`src/hw/rtl/pds_pkg.sv`:
```
package pds_pkg;

    // Search space
    localparam int POSTDIV_MAX_DEF = 7;
    localparam int PD_W            = 3;

    // Field widths
    localparam int TARGET_W = 11;
    localparam int CFG_W    = 11;
    localparam int FB_W     = 8;
    localparam int FB_OUT_W = 9;
    localparam int ERR_W    = 3;
    localparam int WANT_W   = 17;
    localparam int SEL_W    = 11;

    // PLL limits
    localparam int REF_MHZ    = 12;
    localparam int ROUND_HALF = 6;
    localparam int FB_MIN     = 16;
    localparam int FB_MAX     = 320;
    localparam int VCO_MIN    = 750;
    localparam int VCO_MAX    = 1600;

    // Feedback range that satisfies both the divider and the VCO limits
    localparam int FB_LO_VCO = (VCO_MIN + REF_MHZ - 1) / REF_MHZ;
    localparam int FB_HI_VCO = VCO_MAX / REF_MHZ;
    localparam int FB_LO     = (FB_LO_VCO > FB_MIN) ? FB_LO_VCO : FB_MIN;
    localparam int FB_HI     = (FB_HI_VCO < FB_MAX) ? FB_HI_VCO : FB_MAX;

    // Wanted VCO window that rounds into that feedback range
    localparam int WANT_MIN = FB_LO * REF_MHZ - ROUND_HALF;
    localparam int WANT_MAX = FB_HI * REF_MHZ + REF_MHZ - 1 - ROUND_HALF;

    // Divide by three through a reciprocal: floor(t * 683 / 2048) for t < 1024
    localparam int RECIP3    = 683;
    localparam int RECIP3_SH = 11;

    // Configuration reset values
    localparam int STOCK_CLOCK_RST = 150;

    typedef enum logic [0:0] {
        CFG_STOCK_CLOCK = 1'b0,
        CFG_OVERCLOCK   = 1'b1
    } t_cfg_idx;

    // One evaluated divider set
    typedef struct packed {
        logic             ok;
        logic [ERR_W-1:0] err;
        logic [FB_W-1:0]  fb;
        logic [PD_W-1:0]  p1;
        logic [PD_W-1:0]  p2;
    } t_cand;

endpackage

```
`src/hw/rtl/pds_cand.sv`:
```
module pds_cand
    import pds_pkg::*;
#(
    parameter int P1 = 1,
    parameter int P2 = 1
) (
    input  logic                i_clk,
    input  logic                i_en,
    input  logic [TARGET_W-1:0] i_target,
    input  logic                i_refused,
    output t_cand               o_cand
);

    localparam int MULT = P1 * P2;

    logic [WANT_W-1:0]    w_want;
    logic                 w_hit;
    logic                 r_hit;
    logic [SEL_W-1:0]     r_want;

    logic [SEL_W:0]       w_sum;
    logic [SEL_W-2:0]     w_quarter;
    logic [RECIP3_SH+FB_W-1:0] w_prod;
    logic [FB_W-1:0]      w_fb;
    logic [SEL_W-2:0]     w_three_q;
    logic [SEL_W-2:0]     w_rem3;
    logic [3:0]           w_rem12;
    logic [ERR_W-1:0]     w_err;
    t_cand                r_cand;

    // Stage 1: wanted VCO and window check
    assign w_want = WANT_W'(i_target) * WANT_W'(MULT);
    assign w_hit  = !i_refused
                  && (w_want >= WANT_W'(WANT_MIN))
                  && (w_want <= WANT_W'(WANT_MAX));

    always_ff @(posedge i_clk) begin
        if (i_en) begin
            r_hit  <= w_hit;
            r_want <= w_want[SEL_W-1:0];
        end
    end

    // Stage 2: round to nearest feedback divider, split (want + 6) / 12
    assign w_sum     = {1'b0, r_want} + (SEL_W+1)'(ROUND_HALF);
    assign w_quarter = w_sum[SEL_W:2];
    assign w_prod    = (RECIP3_SH+FB_W)'(w_quarter) * (RECIP3_SH+FB_W)'(RECIP3);
    assign w_fb      = w_prod[RECIP3_SH+FB_W-1:RECIP3_SH];
    assign w_three_q = (SEL_W-1)'(w_fb) + (SEL_W-1)'({w_fb, 1'b0});
    assign w_rem3    = w_quarter - w_three_q;
    assign w_rem12   = {w_rem3[1:0], w_sum[1:0]};

    // VCO minus want is 6 minus the remainder; take its magnitude
    assign w_err = (w_rem12 > 4'(ROUND_HALF)) ? ERR_W'(w_rem12 - 4'(ROUND_HALF))
                                              : ERR_W'(4'(ROUND_HALF) - w_rem12);

    always_ff @(posedge i_clk) begin
        if (i_en) begin
            r_cand.ok  <= r_hit;
            r_cand.err <= w_err;
            r_cand.fb  <= w_fb;
            r_cand.p1  <= PD_W'(P1);
            r_cand.p2  <= PD_W'(P2);
        end
    end

    assign o_cand = r_cand;

endmodule

```
`src/hw/rtl/pds_min.sv`:
```
module pds_min
    import pds_pkg::*;
#(
    parameter int N = POSTDIV_MAX_DEF * POSTDIV_MAX_DEF
) (
    input  logic  i_clk,
    input  logic  i_rst_n,
    input  logic  i_en,
    input  logic  i_vld,
    input  t_cand i_cand [N],
    output logic  o_vld,
    output t_cand o_cand
);

    localparam int L = (N > 1) ? $clog2(N) : 0;
    localparam int W = 1 << L;

    t_cand w_node [L+1][W];
    logic  w_vld  [L+1];
    t_cand r_out;
    logic  r_out_vld;

    // Take the right entry only when it is strictly better, so earlier wins ties
    function automatic t_cand pick(input t_cand a, input t_cand b);
        logic [ERR_W:0] ka;
        logic [ERR_W:0] kb;
        ka = {!a.ok, a.err};
        kb = {!b.ok, b.err};
        return (kb < ka) ? b : a;
    endfunction

    // Pad the leaves with empty entries
    generate
        for (genvar j = 0; j < W; j++) begin : g_leaf
            if (j < N) begin : g_real
                assign w_node[0][j] = i_cand[j];
            end else begin : g_pad
                assign w_node[0][j] = '0;
            end
        end
    endgenerate
    assign w_vld[0] = i_vld;

    // Compare pairs level by level; register after every second level
    generate
        for (genvar l = 0; l < L; l++) begin : g_lvl
            localparam int CNT = W >> (l + 1);
            if ((l % 2 == 1) && (l < L - 1)) begin : g_reg
                t_cand r_node [CNT];
                logic  r_vld;
                for (genvar j = 0; j < CNT; j++) begin : g_node
                    always_ff @(posedge i_clk) begin
                        if (i_en) begin
                            r_node[j] <= pick(w_node[l][2*j], w_node[l][2*j+1]);
                        end
                    end
                    assign w_node[l+1][j] = r_node[j];
                end
                always_ff @(posedge i_clk) begin
                    if (!i_rst_n) begin
                        r_vld <= 1'b0;
                    end else if (i_en) begin
                        r_vld <= w_vld[l];
                    end
                end
                assign w_vld[l+1] = r_vld;
            end else begin : g_comb
                for (genvar j = 0; j < CNT; j++) begin : g_node
                    assign w_node[l+1][j] = pick(w_node[l][2*j], w_node[l][2*j+1]);
                end
                assign w_vld[l+1] = w_vld[l];
            end
            for (genvar j = CNT; j < W; j++) begin : g_idle
                assign w_node[l+1][j] = '0;
            end
        end
    endgenerate

    // Final result register
    always_ff @(posedge i_clk) begin
        if (i_en) begin
            r_out <= w_node[L][0];
        end
    end

    always_ff @(posedge i_clk) begin
        if (!i_rst_n) begin
            r_out_vld <= 1'b0;
        end else if (i_en) begin
            r_out_vld <= w_vld[L];
        end
    end

    assign o_vld  = r_out_vld;
    assign o_cand = r_out;

endmodule

```
`src/hw/rtl/pll_divider_search.sv`:
```
// Channel   | Direction | Handshake                  | Payload
// ----------+-----------+----------------------------+--------------------------------------
// in        | input     | i_in_valid / o_in_ready    | i_target_mhz
// out       | output    | o_out_valid / i_out_ready  | o_found, o_ref_divider,
//           |           |                            | o_feedback_divider, o_post_divider_one,
//           |           |                            | o_post_divider_two, o_vco_error_mhz
// cfg       | input     | i_cfg_valid / o_cfg_ready  | i_cfg_index, i_cfg_data
//
// One item enters per cycle while no result is held at the output. The pipeline is the input
// register, two stages per divider pair, then the compare tree at two levels per stage.
// Synchronous active-low reset clears the valid bits and the configuration.
// The whole pipeline holds while a result waits at the output; nothing is dropped or doubled.
module pll_divider_search
    import pds_pkg::*;
#(
    parameter int POSTDIV_MAX = POSTDIV_MAX_DEF
) (
    input  logic                i_clk,
    input  logic                i_rst_n,

    input  logic                i_in_valid,
    output logic                o_in_ready,
    input  logic [TARGET_W-1:0] i_target_mhz,

    output logic                o_out_valid,
    input  logic                i_out_ready,
    output logic                o_found,
    output logic                o_ref_divider,
    output logic [FB_OUT_W-1:0] o_feedback_divider,
    output logic [PD_W-1:0]     o_post_divider_one,
    output logic [PD_W-1:0]     o_post_divider_two,
    output logic [ERR_W-1:0]    o_vco_error_mhz,

    input  logic                i_cfg_valid,
    output logic                o_cfg_ready,
    input  logic                i_cfg_index,
    input  logic [CFG_W-1:0]    i_cfg_data
);

    localparam int N = POSTDIV_MAX * POSTDIV_MAX;

    logic [CFG_W-1:0]    r_stock_clock_mhz;
    logic                r_overclock_allowed;

    logic                w_en;
    logic                r_vld0;
    logic                r_vld1;
    logic                r_vld2;
    logic [TARGET_W-1:0] r_target;
    logic                r_refused;
    t_cand               w_cand [N];
    logic                w_out_vld;
    t_cand               w_best;

    // Configuration writes
    assign o_cfg_ready = 1'b1;

    always_ff @(posedge i_clk) begin
        if (!i_rst_n) begin
            r_stock_clock_mhz   <= CFG_W'(STOCK_CLOCK_RST);
            r_overclock_allowed <= 1'b0;
        end else if (i_cfg_valid) begin
            case (t_cfg_idx'(i_cfg_index))
                CFG_STOCK_CLOCK: r_stock_clock_mhz   <= i_cfg_data;
                CFG_OVERCLOCK:   r_overclock_allowed <= i_cfg_data[0];
                default: ;
            endcase
        end
    end

    // Advance everything unless a finished item is stuck at the output
    assign w_en       = !w_out_vld || i_out_ready;
    assign o_in_ready = w_en;

    // Input stage: capture the target and the limit check
    always_ff @(posedge i_clk) begin
        if (w_en) begin
            r_target  <= i_target_mhz;
            r_refused <= (i_target_mhz > r_stock_clock_mhz) && !r_overclock_allowed;
        end
    end

    // Valid bits for the input and candidate stages
    always_ff @(posedge i_clk) begin
        if (!i_rst_n) begin
            r_vld0 <= 1'b0;
            r_vld1 <= 1'b0;
            r_vld2 <= 1'b0;
        end else if (w_en) begin
            r_vld0 <= i_in_valid;
            r_vld1 <= r_vld0;
            r_vld2 <= r_vld1;
        end
    end

    // One evaluator per divider pair, second divider in the outer order
    generate
        for (genvar p2 = 1; p2 <= POSTDIV_MAX; p2++) begin : g_p2
            for (genvar p1 = 1; p1 <= POSTDIV_MAX; p1++) begin : g_p1
                pds_cand #(
                    .P1 (p1),
                    .P2 (p2)
                ) u_cand (
                    .i_clk     (i_clk),
                    .i_en      (w_en),
                    .i_target  (r_target),
                    .i_refused (r_refused),
                    .o_cand    (w_cand[(p2-1)*POSTDIV_MAX + (p1-1)])
                );
            end
        end
    endgenerate

    // Smallest error, earliest pair on a tie
    pds_min #(
        .N (N)
    ) u_min (
        .i_clk   (i_clk),
        .i_rst_n (i_rst_n),
        .i_en    (w_en),
        .i_vld   (r_vld2),
        .i_cand  (w_cand),
        .o_vld   (w_out_vld),
        .o_cand  (w_best)
    );

    // Zero every field when nothing fits
    assign o_out_valid        = w_out_vld;
    assign o_found            = w_best.ok;
    assign o_ref_divider      = w_best.ok;
    assign o_feedback_divider = w_best.ok ? FB_OUT_W'(w_best.fb) : '0;
    assign o_post_divider_one = w_best.ok ? w_best.p1 : '0;
    assign o_post_divider_two = w_best.ok ? w_best.p2 : '0;
    assign o_vco_error_mhz    = w_best.ok ? w_best.err : '0;

endmodule

```
`config.mk`:
```
export PLATFORM = sky130hd
export DESIGN_NAME = pll_divider_search
export DESIGN_NICKNAME = d
export VERILOG_FILES = /design/src/hw/rtl/pds_pkg.sv /design/src/hw/rtl/pds_cand.sv /design/src/hw/rtl/pds_min.sv /design/src/hw/rtl/pll_divider_search.sv
export SDC_FILE = /design/constraint.sdc
export NUM_CORES = 2
export LEC_CHECK = 0
export BUFFER_PORTS_ARGS = -buffer_cell sky130_fd_sc_hd__clkbuf_2
export CORE_MARGIN = 5
export CORE_UTILIZATION = 58
export CTS_CLUSTER_SIZE = 14
export DETAILED_ROUTE_END_ITERATION = 10
export GPL_TIMING_DRIVEN = 0
export PLACE_DENSITY = 0.72
export SLEW_MARGIN = 40
export SYNTH_ARGS = -nofsm -noshare
export SYNTH_HDL_FRONTEND = slang
export SYNTH_SLANG_ARGS = --single-unit
```
`constraint.sdc`:
```
create_clock -name i_clk -period 29.3 [get_ports i_clk]
set_clock_uncertainty 0.05 [all_clocks]
set_input_delay 2.93 -clock i_clk [delete_from_list [all_inputs] [get_ports i_clk]]
set_output_delay 2.93 -clock i_clk [all_outputs]
set_load 0.02 [all_outputs]
```
======== Word level (Yosys, flattened, before mapping) ========
Memories as Yosys holds them, arrays and structs flattened.
Cells that the tools add are included.
word-level totals
  register bits after elaboration ......... 621
  bits in latches ......................... 0
  RAM bits ................................ 360
  ROM bits ................................ 0
  input bits .............................. 28
  output and inout bits ................... 23
  logic and storage cells ................. 663
  memories ................................ 2
operators by class
  $add $sub $neg .......................... 125
  multipliers ............................. 45
  divide/modulo/power cells ............... 0
  order comparisons ....................... 129
  equal/unequal tests ..................... 0
  shifts and indexed selects .............. 0
  mux-type cells .......................... 84
  bitwise gates (word level) .............. 1
  reduce and logical (&&, ||, !) cells .... 137
memory list
  memory                       words  width  rd ports  clocked after memory_dff  write ports  RTL line       source
  u_min.g_lvl[1].g_reg.r_node  16     18     16        0                         16           pds_min.sv:49  t_cand r_node [CNT];
  u_min.g_lvl[3].g_reg.r_node  4      18     4         0                         4            pds_min.sv:49
operators with widths
  operator                  count
  $mux W18                  53
  $mul A10 B10 Y19 const B  25
  $add A11 B3 Y12 const B   25
  $lt A4 B4 Y1              51
  $ge A16 B10 Y1 const B    7
  $le A16 B11 Y1 const B    7
  $gt A4 B3 Y1 const B      25
  $ge A15 B10 Y1 const B    6
  $le A15 B11 Y1 const B    6
  $mul A11 B3 Y14 const B   6
  $mux W3                   28
  $logic_not A1 Y1          83
  $mul A11 B4 Y15 const B   5
  $sub A3 B3 Y3 const A     25
  $sub A3 B3 Y3 const B     25
  $ge A17 B10 Y1 const B    4
  $le A17 B11 Y1 const B    4
  $ge A14 B10 Y1 const B    4
  $le A14 B11 Y1 const B    4
  $mul A11 B2 Y13 const B   4
  $logic_and A1 B1 Y1       51
  $add A2 B2 Y2             25
  $sub A2 B2 Y2             25
  $mul A11 B5 Y16 const B   3
  other kinds (14)          20

======== Depth between registers and ports, before layout ========
An unclocked memory read counts as a cell.
  word-level depth ........................ 7
  gate-level depth with buffers ........... 35
  gate-level depth less buffers ........... 32

======== Least setup slack after synthesis ========
No wires, ideal clock.
  kind .................................... input -> output
  from .................................... in i_out_ready
  to ...................................... out o_in_ready
  arrival time ............................ 21.131 ns
  data required time ...................... 26.320 ns
  slack ................................... 5.189 ns
  cell stages on the path ................. 2
  path through ............................ nand2b_1 -> clkbuf_1
between the ends
  word-level cells in the longest chain between the ends .. 1
ends and longest elaborated chain
  item                RTL line                  source
  start, declared     pll_divider_search.sv:26  input logic i_out_ready,
  $logic_or A1 B1 Y1  pll_divider_search.sv:72  assign w_en = !w_out_vld || i_out_ready;
  end, declared       pll_divider_search.sv:22  output logic o_in_ready,
No other way between the ends.

==> results.tsv <==
metric	value	unit
final hold vios	0	
max-slew violations	0	
Synth warnings	0	
number of buffers created by CTS	76	
global route total overflow	0	
Syn Nets	10200	
Place WS	19.01	ns
Vias	57800	
reg2reg path depth	28	
Worst Path Required	29.68	ns
Slowest-stage cell, CP	ha_2	
# DRC	0	
period utilization	35.8	%
Crit path top cell by count	ha_1	
FF+latch count, synth	675	
clk root buf	clkbuf_16	
Min Clock Period, post-route	10.49	ns
Startpoint Class	flop	
first-pass GRT wire length	340	mm
share of layout cells above drive strength 1	4.29	%
CTS HTree Levels	3	
hold crit path type	flop to flop	
post-cts resize count	0	
detailed placement HPWL	190	mm
cell area after synthesis	81400	um2
io pins	51	
hold path depth	0	
sequential share of the synthesized area	24.7	%
final WL	224	mm
total track usage	30.3	%
Final TNS setup	0	ns
count leader, synth	ha_1	
WP data arrival	10.87	ns
Max Cap Viol	0	
Synth Flop Type	edfxtp_1	
average routed wire per standard cell	22.5	um
area leader, netlist	ha_1	
Site Rows	137	
Post-layout nets	10300	
Post-DRT Antenna Nets	0	
cts hold-fix bufs	0	
status	complete, no violations	
1st-iter DRT viols	4964	
Die Y	385	um
Post-synth EDFFs	657	
pin count of the biggest net entering global routing	46	
critical path's largest stage delay	0.91	ns
clk sinks	675	
drt pass-1 iters	6	
gpl congestion	0.997	
post-route setup slack	18.81	ns
largest cells by area after synthesis	ha_1 27%, edfxtp_1 24%, fa_1 14%	
Synth Area per Inst	10.4	um2
commonest cells in the netlist	1774 x ha_1, 1377 x inv_1, 657 x edfxtp_1	
dpl cell area	84700	um2
crit end category	flop	
post-route cell area	87300	um2
Peak Freq	95.3	MHz
IO buf count	48	
Slew headroom	36.7	%
Core Footprint	140000	um2
clk slew on worst S/H paths	0.06	ns
Least-Margin Pin Slew	0.940	ns
clk_lat worst skew	0.70	ns
cells after synthesis	7815	
Synth top area share	27.3	%
synth unique cells	95	
vias per cell	5.83	
post-CTS setup buffer count	0	
clock tree from TritonCTS	done	
Initial Util	58.3	%
WS Path Type	flop to flop	
Die W	385	um
RSZ-0062 raised after global routing	no	
die area	148000	um2
worst-path fanout max	28	
initial antenna violation count	18	
Max clock buf depth	3	
vias in the first global route	58000	
Synth-to-Final Area Change	7.26	%
WHS	0.361	ns
asr flop ratio synth	0	%
Finish-stage setup viols	0	
==> metrics by stage <==
stage               instances  util [%]
floorplan                7815         -
global placement         9739      60.2
detailed placement       9777      60.7
CTS                      9916      62.5
global route             9917      62.5
finish                   9929      62.6
==> cell usage in the layout (no fill, tap or decap), drive strengths merged, types with 23 or more instances in the layout <==
cell type / netlist / final
o31ai: 25 / 25
nand4: 48 / 48
a211oi: 122 / 122
o21bai: 25 / 25
nand3: 71 / 71
nand2b: 49 / 49
buf: 39 / 77
a21o: 81 / 81
o21ai: 200 / 200
xnor2: 413 / 413
inv: 1380 / 1385
fa: 568 / 568
xor2: 170 / 170
a31oi: 33 / 33
o21a: 67 / 67
nor3: 95 / 95
mux2: 23 / 23
a21boi: 25 / 25
and2: 95 / 95
nor2: 351 / 351
and3: 45 / 45
a21oi: 351 / 351
mux2i: 295 / 295
ha: 1774 / 1774
nand2: 258 / 258
clkinv: 5 / 36
edfxtp: 657 / 657
nor2b: 153 / 153
clkbuf: 107 / 242
==> routing by layer <==
metal  wire (um)  track usage (%)
met2       98800             47.7
met1       95700             41.9
met4       11000             12.0
met5          27                0
met3       18200             5.34
==> critical path: cells and delay by family (launching register included) <==
| family | cells | cell delay (ns) |
|---|---|---|
| buffers and inverters | 8 | 3.17 |
| and+or+nand+nor | 3 | 0.79 |
| AOI/OAI and AO/OA | 6 | 0.90 |
| adders and majority gates | 8 | 4.01 |
| DFF | 1 | 0.68 |
| xor gates and xnor gates | 3 | 0.53 |
==> state kept, by name, summed over array words and instances, names as in the netlist, 2 cells and up <==
signal / flops
g_p2.g_p1.u_cand.r_want: 84
g_p2.g_p1.u_cand.o_cand: 260
u_min.g_lvl.g_reg.r_node: 258
u_min.g_lvl.g_reg.r_vld: 2
u_min.o_cand: 18
g_p2.g_p1.u_cand.r_hit: 25
r_target: 11
r_stock_clock_mhz: 11
==> logic make-up after synthesis <==
kind of cell	after synthesis	share of synthesized area, %
fa+ha+maj	2342	41.2
buf+inv	1531	7.14
simple gates	1262	7.71
compound gates	1101	8.85
flops	675	24.7
xor+xnor	584	6.41
mux	318	3.95
other cells	2	0.00923
==> worst paths after layout <==
check	startpoint	end	slack (ns)
worst max-delay path	g_p2[1].g_p1[1].u_cand.r_want[0]	g_p2[5].g_p1[2].u_cand.o_cand[16]	18.81
worst min register to register	g_p2[6].g_p1[3].u_cand.r_hit	g_p2[6].g_p1[3].u_cand.o_cand[17]	0.36
worst max register to register	g_p2[1].g_p1[1].u_cand.r_want[0]	g_p2[5].g_p1[2].u_cand.o_cand[16]	18.81
worst min-delay path	g_p2[6].g_p1[3].u_cand.r_hit	g_p2[6].g_p1[3].u_cand.o_cand[17]	0.36
==> layout make-up <==
| type | count | area, um2 |
|---|---|---|
| clock buffers | 87 | 1940 |
| diodes | 13 | 32.5 |
| plain buffers | 146 | 628 |
| repair buffers | 86 | 868 |
| fillers | 11400 | 52200 |
| multi-input cells | 5609 | 55600 |
| flip-flops and latches | 675 | 20100 |
| clock inverters | 52 | 607 |
| inverters | 1385 | 5200 |
| well taps | 1876 | 2350 |
Power is left out: the tool's default activity adds up to more than one toggle a clock period on the data nets, which glitch-free logic cannot reach.
